`config.mk`:
```
export PLATFORM = sky130hd
export DESIGN_NAME = hsv_to_rgb_converter
export DESIGN_NICKNAME = d
export VERILOG_FILES = /design/src/hw/rtl/hsv2rgb_pkg.sv /design/src/hw/rtl/hsv2rgb_front.sv /design/src/hw/rtl/hsv2rgb_mix.sv /design/src/hw/rtl/hsv2rgb_scale.sv /design/src/hw/rtl/hsv_to_rgb_converter.sv
export SDC_FILE = /design/constraint.sdc
export NUM_CORES = 2
export LEC_CHECK = 0
export ABC_AREA = 1
export BUFFER_PORTS_ARGS = -buffer_cell sky130_fd_sc_hd__buf_2
export CAP_MARGIN = 20
export CORE_ASPECT_RATIO = 1.75
export CORE_UTILIZATION = 41
export CTS_BUF_LIST = sky130_fd_sc_hd__clkbuf_2 sky130_fd_sc_hd__clkbuf_4 sky130_fd_sc_hd__clkbuf_8
export DETAILED_ROUTE_END_ITERATION = 12
export HOLD_SLACK_MARGIN = 0.05
export PLACE_DENSITY = 0.64
export SLEW_MARGIN = 20
export SYNTH_ARGS = -nofsm -noshare
export SYNTH_HDL_FRONTEND = slang
export SYNTH_SLANG_ARGS = --single-unit
```
`constraint.sdc`:
```
create_clock -name clk_i -period 11.2 [get_ports clk_i]
set_clock_uncertainty 0.1 [all_clocks]
set_input_delay 0.56 -clock clk_i [delete_from_list [all_inputs] [get_ports clk_i]]
set_output_delay 0.56 -clock clk_i [all_outputs]
set_load 0.01 [all_outputs]
```
`src/hw/rtl/hsv2rgb_pkg.sv`:
```
// Shared constants, codes and stage bundles of the HSV to RGB converter.
`default_nettype none

package hsv2rgb_pkg;

  // Field widths
  localparam int unsigned HUE_W  = 15;
  localparam int unsigned PCT_W  = 7;
  localparam int unsigned CHAN_W = 8;

  // Input ranges and fixed-point scale (common denominator 10000 * 3840)
  localparam int unsigned HUE_MAX      = 23040;
  localparam int unsigned PCT_MAX      = 100;
  localparam int unsigned SECTOR_UNITS = 3840;
  localparam int unsigned PAIR_UNITS   = 2 * SECTOR_UNITS;
  localparam int unsigned V_SCALE      = PCT_MAX * SECTOR_UNITS;
  localparam int unsigned FULL_SCALE   = PCT_MAX * V_SCALE;
  localparam int unsigned ROUND_HALF   = FULL_SCALE / 2;
  localparam int unsigned CHAN_MAX     = 255;

  // Internal widths
  localparam int unsigned SV_W   = 2 * PCT_W;
  localparam int unsigned FRAC_W = 12;
  localparam int unsigned NUM_W  = 26;
  localparam int unsigned BIG_W  = 34;

  // Divide by FULL_SCALE = 2^12 * 9375: shift out 2^12, then multiply by
  // ceil(2^36 / 9375), which is exact for any 22-bit dividend
  localparam int unsigned DIV_SHIFT   = 12;
  localparam int unsigned QIN_W       = BIG_W - DIV_SHIFT;
  localparam int unsigned RECIP_W     = 23;
  localparam int unsigned RECIP_M     = 7330078;
  localparam int unsigned RECIP_SHIFT = 36;
  localparam int unsigned PROD_W      = QIN_W + RECIP_W;
  localparam int unsigned QUOT_W      = PROD_W - RECIP_SHIFT;

  localparam int unsigned LATENCY = 7;

  // 60-degree hue sectors; the wrap code is hue exactly 360 degrees
  typedef enum logic [2:0] {
    SECT_RED_YEL = 3'd0,
    SECT_YEL_GRN = 3'd1,
    SECT_GRN_CYN = 3'd2,
    SECT_CYN_BLU = 3'd3,
    SECT_BLU_MAG = 3'd4,
    SECT_MAG_RED = 3'd5,
    SECT_WRAP    = 3'd6
  } sector_e;

  // Chroma terms handed from the front end to the mixer
  typedef struct packed {
    logic              valid;
    sector_e           sector;
    logic [NUM_W-1:0]  vfull;
    logic [NUM_W-1:0]  chroma;
    logic [NUM_W-1:0]  second;
  } chroma_t;

endpackage

`default_nettype wire

```
`src/hw/rtl/hsv2rgb_front.sv`:
```
// Front end: input clamp, sector decode, chroma and secondary products.
`default_nettype none

module hsv2rgb_front (
  input  logic                              clk_i,
  input  logic                              rst_ni,
  input  logic                              valid_i,
  input  logic [hsv2rgb_pkg::HUE_W-1:0]     hue_i,
  input  logic [hsv2rgb_pkg::PCT_W-1:0]     sat_i,
  input  logic [hsv2rgb_pkg::PCT_W-1:0]     val_i,
  output hsv2rgb_pkg::chroma_t              chroma_o
);

  localparam int unsigned SU = hsv2rgb_pkg::SECTOR_UNITS;

  logic [hsv2rgb_pkg::HUE_W-1:0]   hue_c, base, offs_full;
  logic [hsv2rgb_pkg::PCT_W-1:0]   sat_c, val_c;
  logic                            odd;
  hsv2rgb_pkg::sector_e            sect_d;
  logic [hsv2rgb_pkg::FRAC_W-1:0]  offs, ramp_d;

  logic                            s1_valid_q;
  hsv2rgb_pkg::sector_e            s1_sect_q;
  logic [hsv2rgb_pkg::FRAC_W-1:0]  s1_ramp_q;
  logic [hsv2rgb_pkg::PCT_W-1:0]   s1_sat_q, s1_val_q;

  logic [hsv2rgb_pkg::SV_W-1:0]    sv_d, s2_sv_q;
  logic [hsv2rgb_pkg::NUM_W-1:0]   vfull_d, s2_vfull_q;
  logic                            s2_valid_q;
  hsv2rgb_pkg::sector_e            s2_sect_q;
  logic [hsv2rgb_pkg::FRAC_W-1:0]  s2_ramp_q;

  hsv2rgb_pkg::chroma_t            chroma_d, chroma_q;

  // Clamp the inputs to their ranges
  assign hue_c = (hue_i > hsv2rgb_pkg::HUE_W'(hsv2rgb_pkg::HUE_MAX))
               ? hsv2rgb_pkg::HUE_W'(hsv2rgb_pkg::HUE_MAX) : hue_i;
  assign sat_c = (sat_i > hsv2rgb_pkg::PCT_W'(hsv2rgb_pkg::PCT_MAX))
               ? hsv2rgb_pkg::PCT_W'(hsv2rgb_pkg::PCT_MAX) : sat_i;
  assign val_c = (val_i > hsv2rgb_pkg::PCT_W'(hsv2rgb_pkg::PCT_MAX))
               ? hsv2rgb_pkg::PCT_W'(hsv2rgb_pkg::PCT_MAX) : val_i;

  // Find the 60-degree sector and its start; odd sectors ramp down
  always_comb begin
    if (hue_c >= hsv2rgb_pkg::HUE_W'(6 * SU)) begin
      sect_d = hsv2rgb_pkg::SECT_WRAP;
      base   = hsv2rgb_pkg::HUE_W'(6 * SU);
      odd    = 1'b0;
    end else if (hue_c >= hsv2rgb_pkg::HUE_W'(5 * SU)) begin
      sect_d = hsv2rgb_pkg::SECT_MAG_RED;
      base   = hsv2rgb_pkg::HUE_W'(5 * SU);
      odd    = 1'b1;
    end else if (hue_c >= hsv2rgb_pkg::HUE_W'(4 * SU)) begin
      sect_d = hsv2rgb_pkg::SECT_BLU_MAG;
      base   = hsv2rgb_pkg::HUE_W'(4 * SU);
      odd    = 1'b0;
    end else if (hue_c >= hsv2rgb_pkg::HUE_W'(3 * SU)) begin
      sect_d = hsv2rgb_pkg::SECT_CYN_BLU;
      base   = hsv2rgb_pkg::HUE_W'(3 * SU);
      odd    = 1'b1;
    end else if (hue_c >= hsv2rgb_pkg::HUE_W'(2 * SU)) begin
      sect_d = hsv2rgb_pkg::SECT_GRN_CYN;
      base   = hsv2rgb_pkg::HUE_W'(2 * SU);
      odd    = 1'b0;
    end else if (hue_c >= hsv2rgb_pkg::HUE_W'(SU)) begin
      sect_d = hsv2rgb_pkg::SECT_YEL_GRN;
      base   = hsv2rgb_pkg::HUE_W'(SU);
      odd    = 1'b1;
    end else begin
      sect_d = hsv2rgb_pkg::SECT_RED_YEL;
      base   = '0;
      odd    = 1'b0;
    end
  end

  // Ramp of the secondary component within the sector
  assign offs_full = hue_c - base;
  assign offs      = offs_full[hsv2rgb_pkg::FRAC_W-1:0];
  assign ramp_d    = odd ? (hsv2rgb_pkg::FRAC_W'(SU) - offs) : offs;

  // Saturation times value, and value at full scale
  assign sv_d    = hsv2rgb_pkg::SV_W'(s1_sat_q) * hsv2rgb_pkg::SV_W'(s1_val_q);
  assign vfull_d = hsv2rgb_pkg::NUM_W'(s1_val_q) * hsv2rgb_pkg::NUM_W'(hsv2rgb_pkg::V_SCALE);

  // Chroma and secondary numerators
  always_comb begin
    chroma_d.valid  = s2_valid_q;
    chroma_d.sector = s2_sect_q;
    chroma_d.vfull  = s2_vfull_q;
    chroma_d.chroma = hsv2rgb_pkg::NUM_W'(s2_sv_q) * hsv2rgb_pkg::NUM_W'(SU);
    chroma_d.second = hsv2rgb_pkg::NUM_W'(s2_sv_q) * hsv2rgb_pkg::NUM_W'(s2_ramp_q);
  end

  // Advance the beat through the three front stages
  always_ff @(posedge clk_i or negedge rst_ni) begin
    if (!rst_ni) begin
      s1_valid_q <= 1'b0;
      s1_sect_q  <= hsv2rgb_pkg::SECT_RED_YEL;
      s1_ramp_q  <= '0;
      s1_sat_q   <= '0;
      s1_val_q   <= '0;
      s2_valid_q <= 1'b0;
      s2_sect_q  <= hsv2rgb_pkg::SECT_RED_YEL;
      s2_ramp_q  <= '0;
      s2_sv_q    <= '0;
      s2_vfull_q <= '0;
      chroma_q   <= '0;
    end else begin
      s1_valid_q <= valid_i;
      s1_sect_q  <= sect_d;
      s1_ramp_q  <= ramp_d;
      s1_sat_q   <= sat_c;
      s1_val_q   <= val_c;
      s2_valid_q <= s1_valid_q;
      s2_sect_q  <= s1_sect_q;
      s2_ramp_q  <= s1_ramp_q;
      s2_sv_q    <= sv_d;
      s2_vfull_q <= vfull_d;
      chroma_q   <= chroma_d;
    end
  end

  assign chroma_o = chroma_q;

endmodule

`default_nettype wire

```
`src/hw/rtl/hsv2rgb_mix.sv`:
```
// Mixer: offset term and sector permutation of the three channel numerators.
`default_nettype none

module hsv2rgb_mix (
  input  logic                                    clk_i,
  input  logic                                    rst_ni,
  input  hsv2rgb_pkg::chroma_t                    chroma_i,
  output logic                                    valid_o,
  output logic [2:0][hsv2rgb_pkg::NUM_W-1:0]      num_o
);

  logic                                 valid_q;
  logic [2:0][hsv2rgb_pkg::NUM_W-1:0]   num_d, num_q;
  logic [hsv2rgb_pkg::NUM_W-1:0]        hi, mid, lo;

  // Form the bright, middle and dark levels, then place them by sector
  always_comb begin
    lo  = chroma_i.vfull - chroma_i.chroma;
    hi  = chroma_i.vfull;
    mid = chroma_i.second + lo;
    case (chroma_i.sector) inside
      hsv2rgb_pkg::SECT_RED_YEL: num_d = {lo, mid, hi};
      hsv2rgb_pkg::SECT_YEL_GRN: num_d = {lo, hi, mid};
      hsv2rgb_pkg::SECT_GRN_CYN: num_d = {mid, hi, lo};
      hsv2rgb_pkg::SECT_CYN_BLU: num_d = {hi, mid, lo};
      hsv2rgb_pkg::SECT_BLU_MAG: num_d = {hi, lo, mid};
      default:                   num_d = {mid, lo, hi};
    endcase
  end

  // Advance the beat
  always_ff @(posedge clk_i or negedge rst_ni) begin
    if (!rst_ni) begin
      valid_q <= 1'b0;
    end else begin
      valid_q <= chroma_i.valid;
    end
  end

  always_ff @(posedge clk_i) begin
    num_q <= num_d;
  end

  assign valid_o = valid_q;
  assign num_o   = num_q;

endmodule

`default_nettype wire

```
`src/hw/rtl/hsv2rgb_scale.sv`:
```
// Scaler: map each channel numerator to an 8-bit level, rounded to nearest.
`default_nettype none

module hsv2rgb_scale (
  input  logic                                    clk_i,
  input  logic                                    rst_ni,
  input  logic                                    valid_i,
  input  logic [2:0][hsv2rgb_pkg::NUM_W-1:0]      num_i,
  output logic                                    valid_o,
  output logic [2:0][hsv2rgb_pkg::CHAN_W-1:0]     chan_o
);

  logic [2:0]                           valid_q;
  logic [2:0][hsv2rgb_pkg::QIN_W-1:0]   qin_d, qin_q;
  logic [2:0][hsv2rgb_pkg::PROD_W-1:0]  prod_d, prod_q;
  logic [2:0][hsv2rgb_pkg::CHAN_W-1:0]  chan_d, chan_q;

  for (genvar gi = 0; gi < 3; gi++) begin : g_lane
    logic [hsv2rgb_pkg::BIG_W-1:0]  big;
    logic [hsv2rgb_pkg::QUOT_W-1:0] quot;

    // Scale by 255, add half the denominator, drop the power-of-two factor
    assign big = hsv2rgb_pkg::BIG_W'(num_i[gi]) * hsv2rgb_pkg::BIG_W'(hsv2rgb_pkg::CHAN_MAX)
               + hsv2rgb_pkg::BIG_W'(hsv2rgb_pkg::ROUND_HALF);
    assign qin_d[gi] = big[hsv2rgb_pkg::BIG_W-1:hsv2rgb_pkg::DIV_SHIFT];

    // Divide the rest by reciprocal multiplication
    assign prod_d[gi] = hsv2rgb_pkg::PROD_W'(qin_q[gi])
                      * hsv2rgb_pkg::PROD_W'(hsv2rgb_pkg::RECIP_M);

    // Take the quotient and hold it at full scale
    assign quot = prod_q[gi][hsv2rgb_pkg::PROD_W-1:hsv2rgb_pkg::RECIP_SHIFT];
    assign chan_d[gi] = (quot > hsv2rgb_pkg::QUOT_W'(hsv2rgb_pkg::CHAN_MAX))
                      ? hsv2rgb_pkg::CHAN_W'(hsv2rgb_pkg::CHAN_MAX)
                      : quot[hsv2rgb_pkg::CHAN_W-1:0];
  end

  // Advance the valid bits with the data
  always_ff @(posedge clk_i or negedge rst_ni) begin
    if (!rst_ni) begin
      valid_q <= '0;
    end else begin
      valid_q <= {valid_q[1:0], valid_i};
    end
  end

  always_ff @(posedge clk_i) begin
    qin_q  <= qin_d;
    prod_q <= prod_d;
    chan_q <= chan_d;
  end

  assign valid_o = valid_q[2];
  assign chan_o  = chan_q;

endmodule

`default_nettype wire

```
`src/hw/rtl/hsv_to_rgb_converter.sv`:
```
// Top level of the HSV to RGB converter pipeline.
`default_nettype none

// Converts one HSV colour per clock into 8-bit RGB. Raise start_i with hue_i
// (1/64 degree, 0..23040), saturation_i and brightness_i (percent, 0..100);
// inputs above range are clamped. busy_o is always low, so a colour is taken
// on every cycle that start_i is high. Each result appears for one cycle with
// done_o high, after it passes the seven-register pipeline (clamp and sector,
// chroma, products, sector mix, scale by 255, reciprocal multiply, quotient).
// The receiver cannot hold results off, so it must take every beat that
// done_o marks.
module hsv_to_rgb_converter (
  input  logic                              clk_i,
  input  logic                              rst_ni,
  input  logic                              start_i,
  output logic                              busy_o,
  input  logic [hsv2rgb_pkg::HUE_W-1:0]     hue_i,
  input  logic [hsv2rgb_pkg::PCT_W-1:0]     saturation_i,
  input  logic [hsv2rgb_pkg::PCT_W-1:0]     brightness_i,
  output logic                              done_o,
  output logic [hsv2rgb_pkg::CHAN_W-1:0]    red_o,
  output logic [hsv2rgb_pkg::CHAN_W-1:0]    green_o,
  output logic [hsv2rgb_pkg::CHAN_W-1:0]    blue_o
);

  hsv2rgb_pkg::chroma_t                  chroma;
  logic                                  mix_valid;
  logic [2:0][hsv2rgb_pkg::NUM_W-1:0]    mix_num;
  logic [2:0][hsv2rgb_pkg::CHAN_W-1:0]   chan;
  logic                                  accept;

  // Take a beat on every start
  assign busy_o = 1'b0;
  assign accept = start_i & ~busy_o;

  hsv2rgb_front u_front (
    .clk_i    (clk_i),
    .rst_ni   (rst_ni),
    .valid_i  (accept),
    .hue_i    (hue_i),
    .sat_i    (saturation_i),
    .val_i    (brightness_i),
    .chroma_o (chroma)
  );

  hsv2rgb_mix u_mix (
    .clk_i    (clk_i),
    .rst_ni   (rst_ni),
    .chroma_i (chroma),
    .valid_o  (mix_valid),
    .num_o    (mix_num)
  );

  hsv2rgb_scale u_scale (
    .clk_i   (clk_i),
    .rst_ni  (rst_ni),
    .valid_i (mix_valid),
    .num_i   (mix_num),
    .valid_o (done_o),
    .chan_o  (chan)
  );

  assign red_o   = chan[0];
  assign green_o = chan[1];
  assign blue_o  = chan[2];

endmodule

`default_nettype wire

```
==> impl_metrics.env <==
export IMPL_status="complete, no violations"
export IMPL_crit_type="flop to flop"
export IMPL_seq_area_frac_synth=0.119
export IMPL_ys_warn_count=0
export IMPL_dieWidth_um=299
export IMPL_grtUsageMet1=0.201
export IMPL_path_common_cell="fa_1"
export IMPL_hp_class="input port to flop"
export IMPL_nets=9384
export IMPL_grt_pass1_vias=52500
export IMPL_netlist_area_um2=63100
export IMPL_via_per_inst=5.03
export IMPL_clock_path_buffers=3
export IMPL_met2_usage=0.471
export IMPL_drc=0
export IMPL_clk_latency_ns=0.79
export IMPL_fp_coreArea_um2=153000
export IMPL_seq_area_um2=7510
export IMPL_synth_commonest_cells="1917 x inv_1, 1147 x fa_1, 1019 x nand2_1"
export IMPL_multi_input_area_um2=48100
export IMPL_whs_path_depth=5
export IMPL_start_util=0.413
export IMPL_grt_busiest_layer="met2"
export IMPL_drt_first_pass_iters=5
export IMPL_pre_cts_ws_ns=5.11
export IMPL_synth_area_leaders="fa_1 36%, ha_1 18%, inv_1 11%"
export IMPL_vias=47000
export IMPL_overflow=0
export IMPL_cp_top_family="adder cells"
export IMPL_use_met3=0.0254
export IMPL_wl_per_cell_um=19.0
export IMPL_max_cap_violations=0
export IMPL_setup_viol=0
export IMPL_finalHoldViolCount=0
export IMPL_startpoint_type="flop"
export IMPL_cp_num_cells=19
export IMPL_finalMaxSlewViolations=0
export IMPL_critPathMaxStageDelay_ns=0.63
export IMPL_fmax_mhz=166
export IMPL_ys_types=48
export IMPL_io_buffers=56
export IMPL_slew_headroom=0.226
export IMPL_die_area_um2=156000
export IMPL_reg2reg_slack_ns=5.17
export IMPL_area_growth_pct=6.80
export IMPL_crit_fanout=6
export IMPL_fin_crit_sh=0.539
export IMPL_grt_pass1_wl_mm=278
export IMPL_yosys_area_top_type="fa_1"
export IMPL_drt_total_wl_mm=177
export IMPL_antenna_found_initial=10
export IMPL_syn_nets=9292
export IMPL_rr_worst_depth=19
export IMPL_synthCells=7180
export IMPL_die_y_um=521
export IMPL_fill_cells=15000
export IMPL_setup_tns_ns=0
export IMPL_yosysMostFrequentCell="inv_1"
export IMPL_ys_async_sr_fraction=0.425
export IMPL_drt_iter0_markers=1747
export IMPL_crit_slowest_cell="fa_1"
export IMPL_dp_hpwl_mm=157
export IMPL_fin_crit_ns=6.03
export IMPL_cts_buffers=57
export IMPL_synth_top_area_share=0.364
export IMPL_end_kind="flop"
export IMPL_ant_nets=0
export IMPL_cts_root_buf="clkbuf_8"
export IMPL_rsz0062_at_grt="false"
export IMPL_cp_arrival_ns=6.62
export IMPL_synthFlopType="dfxtp_1"
export IMPL_gp_congestion=1.07
export IMPL_grt_max_degree=75
export IMPL_worstPathRequired_ns=11.79
export IMPL_avgSynthCellArea_um2=8.79
export IMPL_worst_pin_slew_ns=1.15
export IMPL_crit_chain="inv_1 -> fa_1 -> inv_1 -> fa_1 -> fa_1 -> fa_1 -> fa_1 -> fa_1 -> inv_1 -> fa_1 -> inv_1 -> ha_1 -> nand2_1 -> nor2_1 -> inv_1 -> nor4_1 -> nand3b_1 -> nand3_1 -> xor2_1"
export IMPL_ys_seq_elements=339
export IMPL_cts_tree="yes"
export IMPL_rows=190
export IMPL_track_usage=0.232
export IMPL_clkSinkCount=339
export IMPL_cp_num_buf_inv=5
export IMPL_synth_edf_count=0
export IMPL_drive_above_1_share=0.0298
export IMPL_fin_ws_ns=5.17
export IMPL_htreeDepth=2
export IMPL_path_clk_slew_ns=0.06
export IMPL_io_pins=58
## per-layer routing
metal	wire length, µm	vias to the layer above
met2	101000	1011
met4	15900	8
met5	45	-
met3	4840	583
met1	55700	23200
li1	-	22200
## state kept, by name, indices dropped and copies added, names as in the netlist
| signal | count |
|---|---|
| u_front.s1_sat_q | 7 |
| u_scale.qin_q | 66 |
| u_scale.g_lane.quot | 27 |
| u_front.s1_ramp_q | 12 |
| u_front.s2_vfull_q | 16 |
| u_front.s1_valid_q | 1 |
| u_front.s2_valid_q | 1 |
| u_scale.chan_o | 24 |
| u_front.s1_val_q | 7 |
| u_mix.num_o | 78 |
| u_scale.valid_q | 3 |
| u_front.s1_sect_q | 3 |
| u_front.chroma_o | 64 |
| u_front.s2_sv_q | 14 |
| u_mix.valid_o | 1 |
| u_front.s2_sect_q | 3 |
| u_front.s2_ramp_q | 12 |
## cells in the final DEF (no fill, tap or decap), types with 55 or more instances in the layout
master	n
xor2_1	133
a21oi_1	365
ha_1	933
nand2_1	1019
clkbuf_8	64
fa_1	1147
nor2_1	381
inv_1	1917
nand3_1	211
dfrtp_1	144
buf_2	55
o21ai_0	237
dfxtp_1	195
## what timing repair did
item | 4_1_cts | 5_1_grt
resized for setup | 0 | 0
hold buffers | 26 | 0
endpoints found under the hold margin | 95 | 0
setup buffers | 0 | 0
## tightest hold or removal path: cells and delay by family
kind,cells,cell delay [ns]
buf+inv,2,0.19
simple gates,3,0.17
## layout make-up
type | count | area share
timing repair buffer | 96 | 0.00967
clock inverter | 33 | 0.00585
antenna | 7 | 0.000260
multi-input combinational | 4857 | 0.714
inverter | 1921 | 0.107
clock buffer | 75 | 0.0143
sequential | 339 | 0.111
tap | 2016 | 0.0374
## cells by family (layout without fill, tap and decap cells)
family	after synthesis	after routing	synth area share
AOI/OAI and AO/OA	809	809	0.0722
xor gates and xnor gates	179	179	0.0248
adders and majority gates	2080	2080	0.549
buffers and inverters	1984	2125	0.118
DFF	339	339	0.119
other	1	8	0.0000594
and+or+nand+nor	1788	1788	0.117
## per-stage QoR
step,utilization,hold slack [ns],area [µm²],cells
floorplan,-,0.164,63100,7180
global placement,0.430,0.231,65800,9202
detailed placement,0.430,0.235,65800,9202
CTS,0.441,0.0543,67400,9336
global route,0.441,0.139,67400,9342
finish,0.441,0.114,67400,9344
## worst paths after layout
kind,startpoint,to
setup / recovery,u_scale.qin_q[54]$_DFF_P_,u_scale.g_lane[2].quot[4]$_DFF_P_
hold reg to reg,u_front.s1_ramp_q[9]$_DFF_PN0_,u_front.s2_ramp_q[9]$_DFF_PN0_
setup reg to reg,u_scale.qin_q[54]$_DFF_P_,u_scale.g_lane[2].quot[4]$_DFF_P_
hold / removal,hue_i[6],u_front.s1_ramp_q[6]$_DFF_PN0_
min in group asynchronous,rst_ni,u_front.s1_val_q[5]$_DFF_PN0_
max in group asynchronous,rst_ni,u_front.chroma_o[13]$_DFF_PN0_
Power is left out: the tool's default activity adds up to more than one toggle a clock period on the data nets, which glitch-free logic cannot reach.
